===== src/hw/rtl/rmss_pkg.sv =====
package rmss_pkg;
  localparam int SampleBits = 16;
  localparam int CountBits  = 24;
  localparam int MeanBits   = 32;
  localparam int SumBits    = 64;
  localparam int SigBits    = 32;

  typedef enum logic [3:0] {
    ST_IDLE,
    ST_MDIV,
    ST_EVAL,
    ST_MUL,
    ST_ACC,
    ST_SDIV,
    ST_SQRT,
    ST_OUT
  } state_e;

  typedef struct packed {
    logic load;
    logic first;
    logic full;
    logic mdiv_start;
    logic eval;
    logic mul_step;
    logic acc;
    logic sdiv_start;
    logic sqrt_start;
    logic step;
  } cmd_t;

  typedef struct packed {
    logic is_full;
    logic is_first;
    logic done;
  } sts_t;
endpackage


===== src/hw/rtl/rmss_ctrl.sv =====
module rmss_ctrl
  import rmss_pkg::*;
(
  input  logic clk_i,
  input  logic rst_ni,
  input  logic in_valid_i,
  output logic in_stall_o,
  output logic out_valid_o,
  input  logic out_stall_i,
  input  sts_t sts_i,
  output cmd_t cmd_o
);
  state_e state_q, state_d;
  logic   ov_q, ov_d;

  always_ff @(posedge clk_i or negedge rst_ni) begin
    if (!rst_ni) begin
      state_q <= ST_IDLE;
      ov_q    <= 1'b0;
    end else begin
      state_q <= state_d;
      ov_q    <= ov_d;
    end
  end

  assign out_valid_o = ov_q;

  always_comb begin
    state_d    = state_q;
    ov_d       = ov_q;
    cmd_o      = '0;
    in_stall_o = 1'b1;
    if (ov_q && !out_stall_i) ov_d = 1'b0;
    case (state_q)
      ST_IDLE: begin
        in_stall_o = ov_q;
        if (in_valid_i && !ov_q) begin
          cmd_o.load = 1'b1;
          state_d    = ST_MDIV;
        end
      end
      ST_MDIV: begin
        if (sts_i.is_full) begin
          cmd_o.full = 1'b1;
          state_d    = ST_OUT;
        end else if (sts_i.is_first) begin
          cmd_o.first = 1'b1;
          state_d     = ST_OUT;
        end else begin
          cmd_o.mdiv_start = 1'b1;
          state_d          = ST_EVAL;
        end
      end
      ST_EVAL: begin
        cmd_o.step = 1'b1;
        if (sts_i.done) begin
          cmd_o.eval = 1'b1;
          state_d    = ST_MUL;
        end
      end
      ST_MUL: begin
        cmd_o.mul_step = 1'b1;
        if (sts_i.done) state_d = ST_ACC;
      end
      ST_ACC: begin
        cmd_o.acc = 1'b1;
        state_d   = ST_OUT;
      end
      ST_OUT: begin
        if (!ov_d) begin
          cmd_o.sdiv_start = 1'b1;
          state_d          = ST_SDIV;
        end
      end
      ST_SDIV: begin
        cmd_o.step = 1'b1;
        if (sts_i.done) begin
          cmd_o.sqrt_start = 1'b1;
          state_d          = ST_SQRT;
        end
      end
      ST_SQRT: begin
        cmd_o.step = 1'b1;
        if (sts_i.done) begin
          ov_d    = 1'b1;
          state_d = ST_IDLE;
        end
      end
      default: state_d = ST_IDLE;
    endcase
  end
endmodule


===== src/hw/rtl/rmss_dp.sv =====
module rmss_dp
  import rmss_pkg::*;
(
  input  logic                  clk_i,
  input  logic                  rst_ni,
  input  cmd_t                  cmd_i,
  output sts_t                  sts_o,
  input  logic [SampleBits-1:0] sample_i,
  output logic [CountBits-1:0]  sample_count_o,
  output logic [SampleBits-1:0] smallest_o,
  output logic [SampleBits-1:0] largest_o,
  output logic [MeanBits-1:0]   mean_value_o,
  output logic [SigBits-1:0]    sigma_value_o,
  output logic                  count_full_o
);
  localparam int XB = SampleBits + 17;
  localparam int DB = XB + 2;
  localparam int MB = DB - 1;
  localparam int PB = 2 * MB;

  logic [CountBits-1:0]         n_q;
  logic signed [SampleBits-1:0] mn_q, mx_q, s_q;
  logic signed [MeanBits-1:0]   mean_q;
  logic [SumBits-1:0]           sum_q;
  logic [SigBits-1:0]           sig_q;
  logic                         full_q;
  logic signed [DB-1:0]         d_q;
  logic [MB-1:0]                rem_q, quo_q, mb_q;
  logic [PB-1:0]                prod_q;
  logic [SumBits+CountBits-1:0] sdr_q;
  logic [SumBits-1:0]           squo_q;
  logic [SumBits-1:0]           sv_q, sres_q;
  logic [6:0]                   cnt_q;
  logic                         dneg_q, zero_inc_q;
  logic [1:0]                   ph_q;

  logic signed [DB-1:0] x_w, d_w, nm_w, e_w;
  logic [MB-1:0]        dmag_w, emag_w;
  logic [CountBits:0]   np1_w;
  logic [MB:0]          rsh_w;
  logic [MB+1:0]        rsub_w;
  logic [CountBits:0]   nm1_w;
  logic [CountBits+1:0] ssub_w;
  logic [SumBits:0]     sadd_w;
  logic [SumBits-1:0]   inc_w;
  logic [4:0]           cm1_w;
  logic [SumBits-1:0]   sqb_w;
  logic [SumBits:0]     sqt_w;

  function automatic logic signed [DB-1:0] sat(input logic signed [DB-1:0] v);
    logic signed [DB-1:0] hi, lo;
    hi = DB'(signed'({1'b0, {(MeanBits-1){1'b1}}}));
    lo = DB'(signed'({1'b1, {(MeanBits-1){1'b0}}}));
    if (v > hi) return hi;
    if (v < lo) return lo;
    return v;
  endfunction

  function automatic logic state_div();
    return ph_q == 2'd1 && cnt_q != '0;
  endfunction
  function automatic logic sdiv_run();
    return ph_q == 2'd2 && cnt_q != '0;
  endfunction
  function automatic logic sqrt_run();
    return ph_q == 2'd3 && cnt_q != '0;
  endfunction

  assign x_w    = DB'(signed'(s_q)) <<< 16;
  assign d_w    = x_w - DB'(mean_q);
  assign dmag_w = d_w[DB-1] ? MB'(-d_w) : MB'(d_w);
  assign np1_w  = {1'b0, n_q} + 1'b1;
  assign rsh_w  = {rem_q, quo_q[MB-1]};
  assign rsub_w = {1'b0, rsh_w} - (MB+2)'(np1_w);
  assign nm_w   = dneg_q ? (DB'(mean_q) - DB'(quo_q)) : (DB'(mean_q) + DB'(quo_q));
  assign e_w    = x_w - sat(nm_w);
  assign emag_w = e_w[DB-1] ? MB'(-e_w) : MB'(e_w);
  assign nm1_w  = {1'b0, n_q} - 1'b1;
  assign ssub_w = {1'b0, sdr_q[SumBits+CountBits-1:SumBits-1]} - (CountBits+2)'(nm1_w);
  assign inc_w  = zero_inc_q ? '0 : SumBits'(prod_q >> 24);
  assign sadd_w = {1'b0, sum_q} + {1'b0, inc_w};
  assign cm1_w  = cnt_q[4:0] - 5'd1;
  assign sqb_w  = {{(SumBits-1){1'b0}}, 1'b1} << {cm1_w, 1'b0};
  assign sqt_w  = {1'b0, sres_q} + {1'b0, sqb_w};

  always_comb begin
    sts_o.is_full  = &n_q;
    sts_o.is_first = n_q == '0;
    sts_o.done     = cnt_q == '0;
  end

  always_ff @(posedge clk_i or negedge rst_ni) begin
    if (!rst_ni) ph_q <= '0;
    else if (cmd_i.mdiv_start) ph_q <= 2'd1;
    else if (cmd_i.sdiv_start || cmd_i.eval) ph_q <= 2'd2;
    else if (cmd_i.sqrt_start) ph_q <= 2'd3;
  end

  always_ff @(posedge clk_i or negedge rst_ni) begin
    if (!rst_ni) begin
      n_q    <= '0;
      mn_q   <= '0;
      mx_q   <= '0;
      mean_q <= '0;
      sum_q  <= '0;
      sig_q  <= '0;
      full_q <= 1'b0;
      cnt_q  <= '0;
    end else begin
      if (cmd_i.load) s_q <= sample_i;
      if (cmd_i.full) full_q <= 1'b1;
      if (cmd_i.first) begin
        full_q <= 1'b0;
        mn_q   <= s_q;
        mx_q   <= s_q;
        mean_q <= MeanBits'(sat(x_w));
        sum_q  <= '0;
        n_q    <= n_q + 1'b1;
      end
      if (cmd_i.mdiv_start) begin
        full_q <= 1'b0;
        d_q    <= d_w;
        dneg_q <= d_w[DB-1];
        quo_q  <= dmag_w;
        rem_q  <= '0;
        cnt_q  <= 7'(MB);
        if (s_q < mn_q) mn_q <= s_q;
        if (s_q > mx_q) mx_q <= s_q;
      end
      if (cmd_i.step && cnt_q != '0) begin
        cnt_q <= cnt_q - 1'b1;
      end
      if (cmd_i.step && !cmd_i.eval && state_div()) begin
        if (!rsub_w[MB+1]) rem_q <= MB'(rsub_w);
        else rem_q <= MB'(rsh_w);
        quo_q <= {quo_q[MB-2:0], ~rsub_w[MB+1]};
      end
      if (cmd_i.eval) begin
        zero_inc_q <= (d_q > 0 && e_w < 0) || (d_q < 0 && e_w > 0);
        mean_q     <= MeanBits'(sat(nm_w));
        prod_q     <= '0;
        mb_q       <= emag_w;
        rem_q      <= MB'(d_q[DB-1] ? -d_q : d_q);
        cnt_q      <= 7'(MB);
      end
      if (cmd_i.mul_step) begin
        if (cnt_q != '0) cnt_q <= cnt_q - 1'b1;
        if (cnt_q != '0) begin
          prod_q <= (prod_q << 1) + (mb_q[MB-1] ? PB'(rem_q) : '0);
          mb_q   <= mb_q << 1;
        end
      end
      if (cmd_i.acc) begin
        sum_q <= sadd_w[SumBits] ? '1 : sadd_w[SumBits-1:0];
        n_q   <= n_q + 1'b1;
      end
      if (cmd_i.sdiv_start) begin
        sdr_q  <= {{CountBits{1'b0}}, sum_q};
        squo_q <= '0;
        cnt_q  <= 7'(SumBits);
      end
      if (cmd_i.step && sdiv_run()) begin
        if (!ssub_w[CountBits+1])
          sdr_q <= {ssub_w[CountBits-1:0], sdr_q[SumBits-2:0], 1'b0};
        else
          sdr_q <= sdr_q << 1;
        squo_q <= {squo_q[SumBits-2:0], ~ssub_w[CountBits+1]};
      end
      if (cmd_i.sqrt_start) begin
        sv_q   <= {squo_q[SumBits-25:0], 24'd0};
        sres_q <= '0;
        cnt_q  <= 7'd32;
        sig_q  <= (n_q < 2) ? '0 : (|squo_q[SumBits-1:40]) ? '1 : '0;
      end
      if (cmd_i.step && sqrt_run()) begin
        if (sv_q >= sqt_w[SumBits-1:0] && !sqt_w[SumBits]) begin
          sv_q   <= sv_q - sqt_w[SumBits-1:0];
          sres_q <= (sres_q >> 1) + sqb_w;
        end else begin
          sres_q <= sres_q >> 1;
        end
        if (cnt_q == 7'd1 && n_q >= 2 && !(|squo_q[SumBits-1:40]))
          sig_q <= SigBits'(((sv_q >= sqt_w[SumBits-1:0]) ?
                   (sres_q >> 1) + sqb_w : sres_q >> 1));
      end
    end
  end

  assign sample_count_o = n_q;
  assign smallest_o     = mn_q;
  assign largest_o      = mx_q;
  assign mean_value_o   = mean_q;
  assign sigma_value_o  = sig_q;
  assign count_full_o   = full_q;
endmodule


===== src/hw/rtl/running_mean_sigma_stats.sv =====
// channel  signals                                    direction
// in       in_valid_i, in_stall_o, sample_i           to block
// out      out_valid_o, out_stall_i, sample_count_o,  from block
//          smallest_o, largest_o, mean_value_o,
//          sigma_value_o, count_full_o
// from accept to out_valid_o: mean division, multiply, sum/(n-1) division, square root;
// a first sample or full count skips the mean division and the multiply
// reset clears all statistics; in_stall_o is high while a sample is in work
// a held result blocks the next sample until it is taken; the next sample
// is accepted in the cycle after the result transaction at the earliest
module running_mean_sigma_stats
  import rmss_pkg::*;
(
  input  logic                  clk_i,
  input  logic                  rst_ni,
  input  logic                  in_valid_i,
  output logic                  in_stall_o,
  input  logic [SampleBits-1:0] sample_i,
  output logic                  out_valid_o,
  input  logic                  out_stall_i,
  output logic [CountBits-1:0]  sample_count_o,
  output logic [SampleBits-1:0] smallest_o,
  output logic [SampleBits-1:0] largest_o,
  output logic [MeanBits-1:0]   mean_value_o,
  output logic [SigBits-1:0]    sigma_value_o,
  output logic                  count_full_o
);
  cmd_t cmd;
  sts_t sts;

  rmss_ctrl u_ctrl (
    .clk_i, .rst_ni, .in_valid_i, .in_stall_o, .out_valid_o, .out_stall_i,
    .sts_i(sts), .cmd_o(cmd)
  );

  rmss_dp u_dp (
    .clk_i, .rst_ni, .cmd_i(cmd), .sts_o(sts), .sample_i,
    .sample_count_o, .smallest_o, .largest_o, .mean_value_o,
    .sigma_value_o, .count_full_o
  );
endmodule

===== config.mk =====
export PLATFORM = sky130hd
export DESIGN_NAME = running_mean_sigma_stats
export DESIGN_NICKNAME = d
export VERILOG_FILES = /design/src/hw/rtl/rmss_pkg.sv /design/src/hw/rtl/rmss_ctrl.sv /design/src/hw/rtl/rmss_dp.sv /design/src/hw/rtl/running_mean_sigma_stats.sv
export SDC_FILE = /design/constraint.sdc
export NUM_CORES = 2
export LEC_CHECK = 0
export ABC_AREA = 0
export BUFFER_PORTS_ARGS = -buffer_cell sky130_fd_sc_hd__buf_2
export CAP_MARGIN = 5
export CORE_UTILIZATION = 38
export DETAILED_ROUTE_END_ITERATION = 10
export SLEW_MARGIN = 15
export SYNTH_ARGS = -nofsm -noshare
export SYNTH_HDL_FRONTEND = slang
export SYNTH_SLANG_ARGS = --single-unit

===== constraint.sdc =====
create_clock -name clk_i -period 11 [get_ports clk_i]
set_input_delay 0.55 -clock clk_i [delete_from_list [all_inputs] [get_ports clk_i]]
set_output_delay 0.55 -clock clk_i [all_outputs]
set_load 0.01 [all_outputs]

Yosys cells after proc, flatten, opt, wreduce, memory -nomap -nowiden
Cells that the tools add are included.
{"block": "totals", "out_inout_bits": 123, "in_bits": 20, "register_bits": 700, "wordCells": 231}
{"block": "op_classes", "bitwise": 2, "add_sub_neg": 19, "n_reduce_logical": 45, "mux": 111, "n_eq_ne": 17, "shifts": 1, "magnitude_cmp": 13}
{"cell": "two-way mux 64 bit", "n": 11}
{"cell": "two-way mux 32 bit", "n": 14}
{"cell": "two-way mux 34 bit", "n": 13}
{"cell": "two-way mux 88 bit", "n": 3}
{"cell": "two-way mux 68 bit", "n": 3}
{"cell": "two-way mux 35 bit", "n": 5}
{"cell": "adder 64 x 64 -> 65 bit", "n": 2}
{"cell": "two-way mux 16 bit", "n": 6}
{"cell": "adder 68 bit", "n": 1}
{"cell": "negation 33 -> 34 bit", "n": 2}
{"cell": "adder 63 x 64 -> 64 bit", "n": 1}
{"cell": "greater-or-equal comparator 64 bit", "n": 1}
{"cell": "left shift 1 x 6 -> 64 bit (first input constant)", "n": 1}
{"cell": "subtractor 64 bit", "n": 1}
{"cell": "two-way mux 7 bit", "n": 7}
{"cell": "two-way mux 24 bit", "n": 2}
{"cell": "two-way mux 44 bit", "n": 1}
{"cell": "subtractor 35 x 25 -> 36 bit", "n": 1}
{"cell": "adder 35 x 34 -> 35 bit", "n": 1}
{"cell": "greater-than comparator 35 x 1 -> 1 bit (second input constant)", "n": 1}
{"cell": "greater-than comparator 35 x 32 -> 1 bit (second input constant)", "n": 1}
{"cell": "less-than comparator 35 x 1 -> 1 bit (second input constant)", "n": 1}
{"cell": "less-than comparator 35 x 32 -> 1 bit (second input constant)", "n": 1}
{"cell": "subtractor 32 x 35 -> 35 bit", "n": 1}
{"cell": "45 further kinds", "n": 127}

Longest topological paths before layout
{"block": "logic_depth", "depth_word": 13, "ltp_mapped": 42}

Hierarchy
From an unflattened synthesis, not the netlist that was laid out.
{"block": "hier_totals", "hier_cells": 5998, "area_unflattened_um2": 53716.5}
{"mod": "rmss_dp", "seq_area_each_um2": 19869.1, "area_per_inst_um2": 53378.7, "cells_each": 5954, "n_inst": 1}
{"mod": "rmss_ctrl", "seq_area_each_um2": 100.1, "area_per_inst_um2": 337.8, "cells_each": 44, "n_inst": 1}

Least setup slack after synthesis
No wires, ideal clock.
{"block": "synth_path", "kind": "reg-to-reg", "from": "register u_ctrl.state_q[2]", "to": "register u_dp.sdr_q[0], enable pin", "setup_slack_ns": 1.131, "n_path_buf": 3, "synth_period_minus_slack_ns": 9.869, "required_time_ns": 10.285, "path_stages_with_launch": 11, "setup_ns": 0.715, "arrival_time_ns": 9.154, "path_cell_list": "dfrtp_1 clkbuf_1 nand2_1 nor2_1 inv_1 a21oi_1 nand2_1 or2_2 clkbuf_1 clkbuf_1 a21oi_1"}
{"block": "synth_via", "elab_chain_len": 6, "elab_cells_between_ends": 10, "classes_between": "4 x eq/ne; 2 x mux; 4 x reduce/logical"}
{"item": "from (decl)", "line": "rmss_ctrl.sv:13", "text": "state_e state_q, state_d;"}
{"item": "from (signal assigned)", "line": "rmss_ctrl.sv:21", "text": "state_q <= state_d;"}
{"item": "== test 4 x 2 -> 1 bit / == test 4 x 3 -> 1 bit (equally long branches)", "line": "rmss_ctrl.sv:34", "text": "case (state_q)"}
{"item": "OR reduction 3 bit (no source line)"}
{"item": "two-way mux 1 bit", "line": "rmss_ctrl.sv:34"}
{"item": "logical AND 1 bit", "line": "rmss_dp.sv:162", "text": "if (cmd_i.step && sdiv_run()) begin"}
{"item": "nonzero test 2 bit (no source line) (*)"}
{"item": "AND reduction 2 bit (no source line) (*)"}
{"item": "to (signal assigned)", "line": "rmss_dp.sv:158", "text": "sdr_q <= {{CountBits{1'b0}}, sum_q};"}
{"item": "to (signal assigned)", "line": "rmss_dp.sv:164", "text": "sdr_q <= {ssub_w[CountBits-1:0], sdr_q[SumBits-2:0], 1'b0};"}
{"item": "to (signal assigned)", "line": "rmss_dp.sv:166", "text": "sdr_q <= sdr_q << 1;"}
{"item": "to (decl)", "line": "rmss_dp.sv:30", "text": "logic [SumBits+CountBits-1:0] sdr_q;"}
Mark *: on every way between the ends. The rest lies on a longest branch, timed or not.
A chain may end at the register's enable or synchronous reset.

Worst setup path after layout
{"block": "layout_path", "from": "register u_dp.cnt_q[0]", "to": "register u_dp.sv_q[59] (data pin)"}
{"block": "layout_via", "elab_chain_len": 7, "elab_cells_between_ends": 16, "classes_between": "3 x add/sub; 1 x order compare; 1 x shift; 5 x mux; 6 x reduce/logical"}
{"item": "from (decl)", "line": "rmss_dp.sv:33", "text": "logic [6:0] cnt_q;"}
{"item": "from (signal assigned)", "line": "rmss_dp.sv:126", "text": "cnt_q <= 7'(MB);"}
{"item": "from (signal assigned)", "line": "rmss_dp.sv:131", "text": "cnt_q <= cnt_q - 1'b1;"}
{"item": "from (signal assigned)", "line": "rmss_dp.sv:144", "text": "cnt_q <= 7'(MB);"}
{"item": "subtractor 5 x 1 -> 5 bit", "line": "rmss_dp.sv:82", "text": "assign cm1_w = cnt_q[4:0] - 5'd1;"}
{"item": "left shift 1 x 6 -> 64 bit", "line": "rmss_dp.sv:83", "text": "assign sqb_w = {{(SumBits-1){1'b0}}, 1'b1} << {cm1_w, 1'b0};"}
{"item": "adder 64 x 64 -> 65 bit", "line": "rmss_dp.sv:84", "text": "assign sqt_w = {1'b0, sres_q} + {1'b0, sqb_w};"}
{"item": "greater-or-equal comparator 64 bit / zero test 1 bit (equally long branches)", "line": "rmss_dp.sv:176", "text": "if (sv_q >= sqt_w[SumBits-1:0] && !sqt_w[SumBits]) begin"}
{"item": "logical AND 1 bit", "line": "rmss_dp.sv:176"}
{"item": "two-way mux 64 bit", "line": "rmss_dp.sv:176"}
{"item": "two-way mux 64 bit (*)", "line": "rmss_dp.sv:175", "text": "if (cmd_i.step && sqrt_run()) begin"}
{"item": "to (signal assigned)", "line": "rmss_dp.sv:170", "text": "sv_q <= {squo_q[SumBits-25:0], 24'd0};"}
{"item": "to (signal assigned)", "line": "rmss_dp.sv:177", "text": "sv_q <= sv_q - sqt_w[SumBits-1:0];"}
{"item": "to (decl)", "line": "rmss_dp.sv:32", "text": "logic [SumBits-1:0] sv_q, sres_q;"}
Marked as above.

==> metrics.md <==
| Metric | Value |
|---|---|
| Fillers | `about 14000` |
| Final Max Slew Viols | `0` |
| Place WS | `approximately 970 ps` |
| Synthesized flop and latch total | `between 600 and 700` |
| Pwr/cell area | `around 120 nW/um^2` |
| CTS tree | `done` |
| DRT Pass-1 Iters | `5` |
| Average wire per standard cell | `between 15 and 20 um` |
| Detailed Place HPWL | `~110 mm` |
| Port Buf Inserts | `142` |
| Worst VDD drop | `0.1024 mV` |
| Warnings from Yosys | `0` |
| Number of synthesized flops with an enable pin | `500` |
| Total of max-cap violations | `0` |
| Htree depth | `3` |
| Status | `completed` |
| Antenna cells | `0` |
| Clock tree root buffer cell | `clkbuf_16` |
| Io pins | `143` |
| Clock slew at reported path FFs | `60 ps` |
| Leakage power total | `about 0.024 uW` |
| # DRC | `0` |
| Commonest non-fill, non-tap cell in the layout | `nand2_1` |
| Final number of setup-violating endpoints | `0` |
| Commonest cells after routing, fill and taps aside | `683 x nand2_1, 561 x nor2_1, 529 x a21oi_1, 500 x edfxtp_1, 370 x ha_1` |
| DIE AREA | `140200 um^2` |
| Crit path launch type | `flip-flop` |
| Max Root-Sink Buffers | `3` |
| Final worst setup slack | `~890 ps` |
| Unrepaired setup endpoints after global routing | `false` |
| Synth top area share | `between 20 and 30%` |
| Horiz. Die Dim | `between 300 and 400 um` |
| Share of cells above drive strength 1 | `7.220%` |
| CP Class | `flip-flop to flip-flop` |
| Setup_tns | `0 ps` |
| Worst-path fanout max | `10` |
| CP required | `about 11000 ps` |
| Via count | `44040` |
| Initial DRC Count | `approximately 3200` |
| Final hold viol count | `0` |
| FF-to-FF setup slack | `890 ps` |
| Via/cell ratio | `about 5.6` |
| Finished Cell Area | `between 50000 and 60000 um^2` |
| Slew @ Worst Pin | `1149 ps` |
| # rows | `approximately 140` |
| Placed cell area | `55350 um^2` |
| WL final | `146.4 mm` |
| Vias in the first global route | `about 42000` |
| Worst EP arrival | `roughly 11000 ps` |
| Critical Path End Type | `flip-flop` |
| CP max-delay cell | `nor4_1` |
| GRT Util Overall | `around 20%` |
| Fin nets | `between 6000 and 7000` |
| Initial antenna violation count | `2` |
| Initial Utilization | `a little under two fifths` |
| Crit-path most repeated cell | `a31oi_1` |
| Pin count of the biggest net entering global routing | `about 150` |
| Critical Path Max Stage Delay | `roughly 700 ps` |
| Area grow syn2layout | `10.64%` |
| Avg Cell Area, Syn | `around 9 um^2` |
| Clk_lat worst skew | `just over 700 ps` |
| Gr ovfl total | `0` |
| Die Ht | `between 300 and 400 um` |
| Core ar. | `between 100000 and 150000 um^2` |
| Tcrit/Tclk final | `~92%` |
| Relative slew slack | `between 20% and 30%` |
| Largest area contributor in the netlist | `edfxtp_1` |
| Syn Std Cell Area | `around 53000 um^2` |
| Mapped Cells | `5985` |
| Fmax | `98.95 MHz` |
| Fin crit period | `just over 10000 ps` |
| Syn nets | `around 6400` |
| Top post-synthesis cells by area | `edfxtp_1 28%, dfrtp_1 9.4%, ha_1 8.8%, xnor2_1 5.3%, a21oi_1 5.1%` |
| Routability cong. | `a little over 0.9` |
| First-pass GRT wire length | `around 230 mm` |
| Yosys cell types | `about 110` |
| Clock Sink Count | `between 600 and 700` |
| Sequential area share after synthesis | `between 30 and 40%` |
| Worst clock skew | `53.80 ps` |
| CTS buffer count | `86` |
| Hold crit path type | `input port to flip-flop` |
| Ys flop type | `edfxtp_1` |
| Ys async rst share | `about 28%` |
| Final ANT Viol Nets | `0` |
## sequential cells by signal (all words and copies together), names as in the netlist, 2 cells and up
register             flops
u_dp.ph_q                2
u_dp.prod_q             68
u_dp.sigma_value_o      32
u_dp.smallest_o         16
u_dp.sv_q               64
u_dp.mb_q               34
u_dp.rem_q              34
u_dp.sample_count_o     24
u_dp.largest_o          16
u_dp.d_q                32
u_dp.sum_q              64
u_dp.s_q                16
u_dp.cnt_q               7
u_dp.quo_q              34
u_ctrl.state_q           3
u_dp.sres_q             64
u_dp.sdr_q              88
u_dp.mean_value_o       32
u_dp.squo_q             64
## synth_stat cells (all sizes together) (10+ instances only)
| cell | n |
|---|---|
| a21o | 144 |
| dfrtp | 198 |
| o21a | 42 |
| a21boi | 15 |
| o41ai | 14 |
| nor3b | 10 |
| edfxtp | 500 |
| o22ai | 81 |
| inv | 199 |
| a21oi | 534 |
| xor2 | 229 |
| nand4 | 55 |
| nor2 | 566 |
| nand2b | 61 |
| and3 | 56 |
| or2 | 26 |
| a211oi | 50 |
| ha | 370 |
| nand2 | 688 |
| a31o | 20 |
| o311ai | 11 |
| nand3 | 144 |
| o211ai | 24 |
| o21bai | 62 |
| buf | 29 |
| and2 | 136 |
| mux2i | 59 |
| a22oi | 21 |
| nor3 | 133 |
| nor2b | 111 |
| o31ai | 33 |
| clkbuf | 225 |
| or4 | 25 |
| a31oi | 162 |
| o21ai | 360 |
| or3 | 64 |
| xnor2 | 323 |
| nor4 | 49 |
| a311oi | 16 |
## what timing repair did
action                    4_1_cts  5_1_grt
gates resized for setup         0        0
buffers inserted                0        0
hold buffers                   17        0
hold endpoints to repair       48        0
## critical path, delay by kind of cell, from the launching register on
kind / cells / cell delay [ps]
buffers and inverters: 2 / 430
and+or+nand+nor: 11 / 3900
AOI/OAI and AO/OA: 15 / 3710
DFF: 1 / 450
xor gates and xnor gates: 2 / 390
adders and majority gates: 3 / 920
## per-stage QoR
step / instances / total power (uW) / util [%] / hold slack (ps)
after floorplan: 5985 / 3712 / - / 254.4
after global placement: 7723 / 3878 / 40.25 / 487.9
after detailed placement: 7723 / 3897 / 40.25 / 494.3
after CTS: 7902 / 6814 / 42.43 / 61.04
after global routing: 7902 / 7020 / 42.43 / 93.34
final: 7902 / 6733 / 42.43 / 113.6
## power breakdown
part | switching [uW] | internal [uW] | leakage [uW]
Clock | 1240 | 1640 | 0.00135
Combinational | 456 | 357 | 0.0151
Sequential | 65.9 | 2980 | 0.00741
## kinds of logic (layout without fill, tap and decap cells)
logic type | count (synthesis) | count (layout) | synth area share (%)
buffers and inverters | 453 | 576 | 3.308
flip-flops | 698 | 698 | 37.88
AND/OR/NAND/NOR | 2164 | 2164 | 19.66
adder cells (fa/ha/maj) | 376 | 376 | 9.009
multiplexers | 65 | 65 | 1.248
AO/OA/AOI/OAI | 1676 | 1676 | 19.64
XOR/XNOR | 553 | 553 | 9.262
## metal layers
layer | wire, um | GRT usage (%) | vias to the layer above
met5 | 24 | 0 | -
li1 | - | - | 21860
met4 | 4534 | 6.426 | 4
met1 | 67690 | 27.59 | 21020
met2 | 67720 | 33.82 | 932
met3 | 6435 | 2.712 | 220
## final timing paths
| check | from | to | cells after the start |
|---|---|---|---|
| max in group asynchronous | rst_ni | u_dp.sum_q[12] | 4 |
| setup / recovery | u_dp.cnt_q[0] | u_dp.sv_q[59] | 33 |
| setup reg to reg | u_dp.cnt_q[0] | u_dp.sv_q[59] | 33 |
| hold / removal | out_stall_i | u_ctrl.out_valid_o | 2 |
| hold reg to reg | u_dp.sdr_q[41] | u_dp.sdr_q[42] | 2 |
| min in group asynchronous | rst_ni | u_dp.sigma_value_o[0] | 2 |
## final cells by class
cell class / instances / area, um^2 / area share (%)
Timing Repair Buffer: 215 / 1324 / 2.269
Tap cell: 1794 / 2245 / 3.848
Sequential cell: 698 / 19970 / 34.23
Clock inverter: 43 / 491.7 / 0.8429
Multi-Input combinational cell: 4834 / 31230 / 53.54
Inverter: 199 / 747.0 / 1.280
Clock buffer: 119 / 2327 / 3.989
Note: power is estimated with default switching activity, not from simulation.
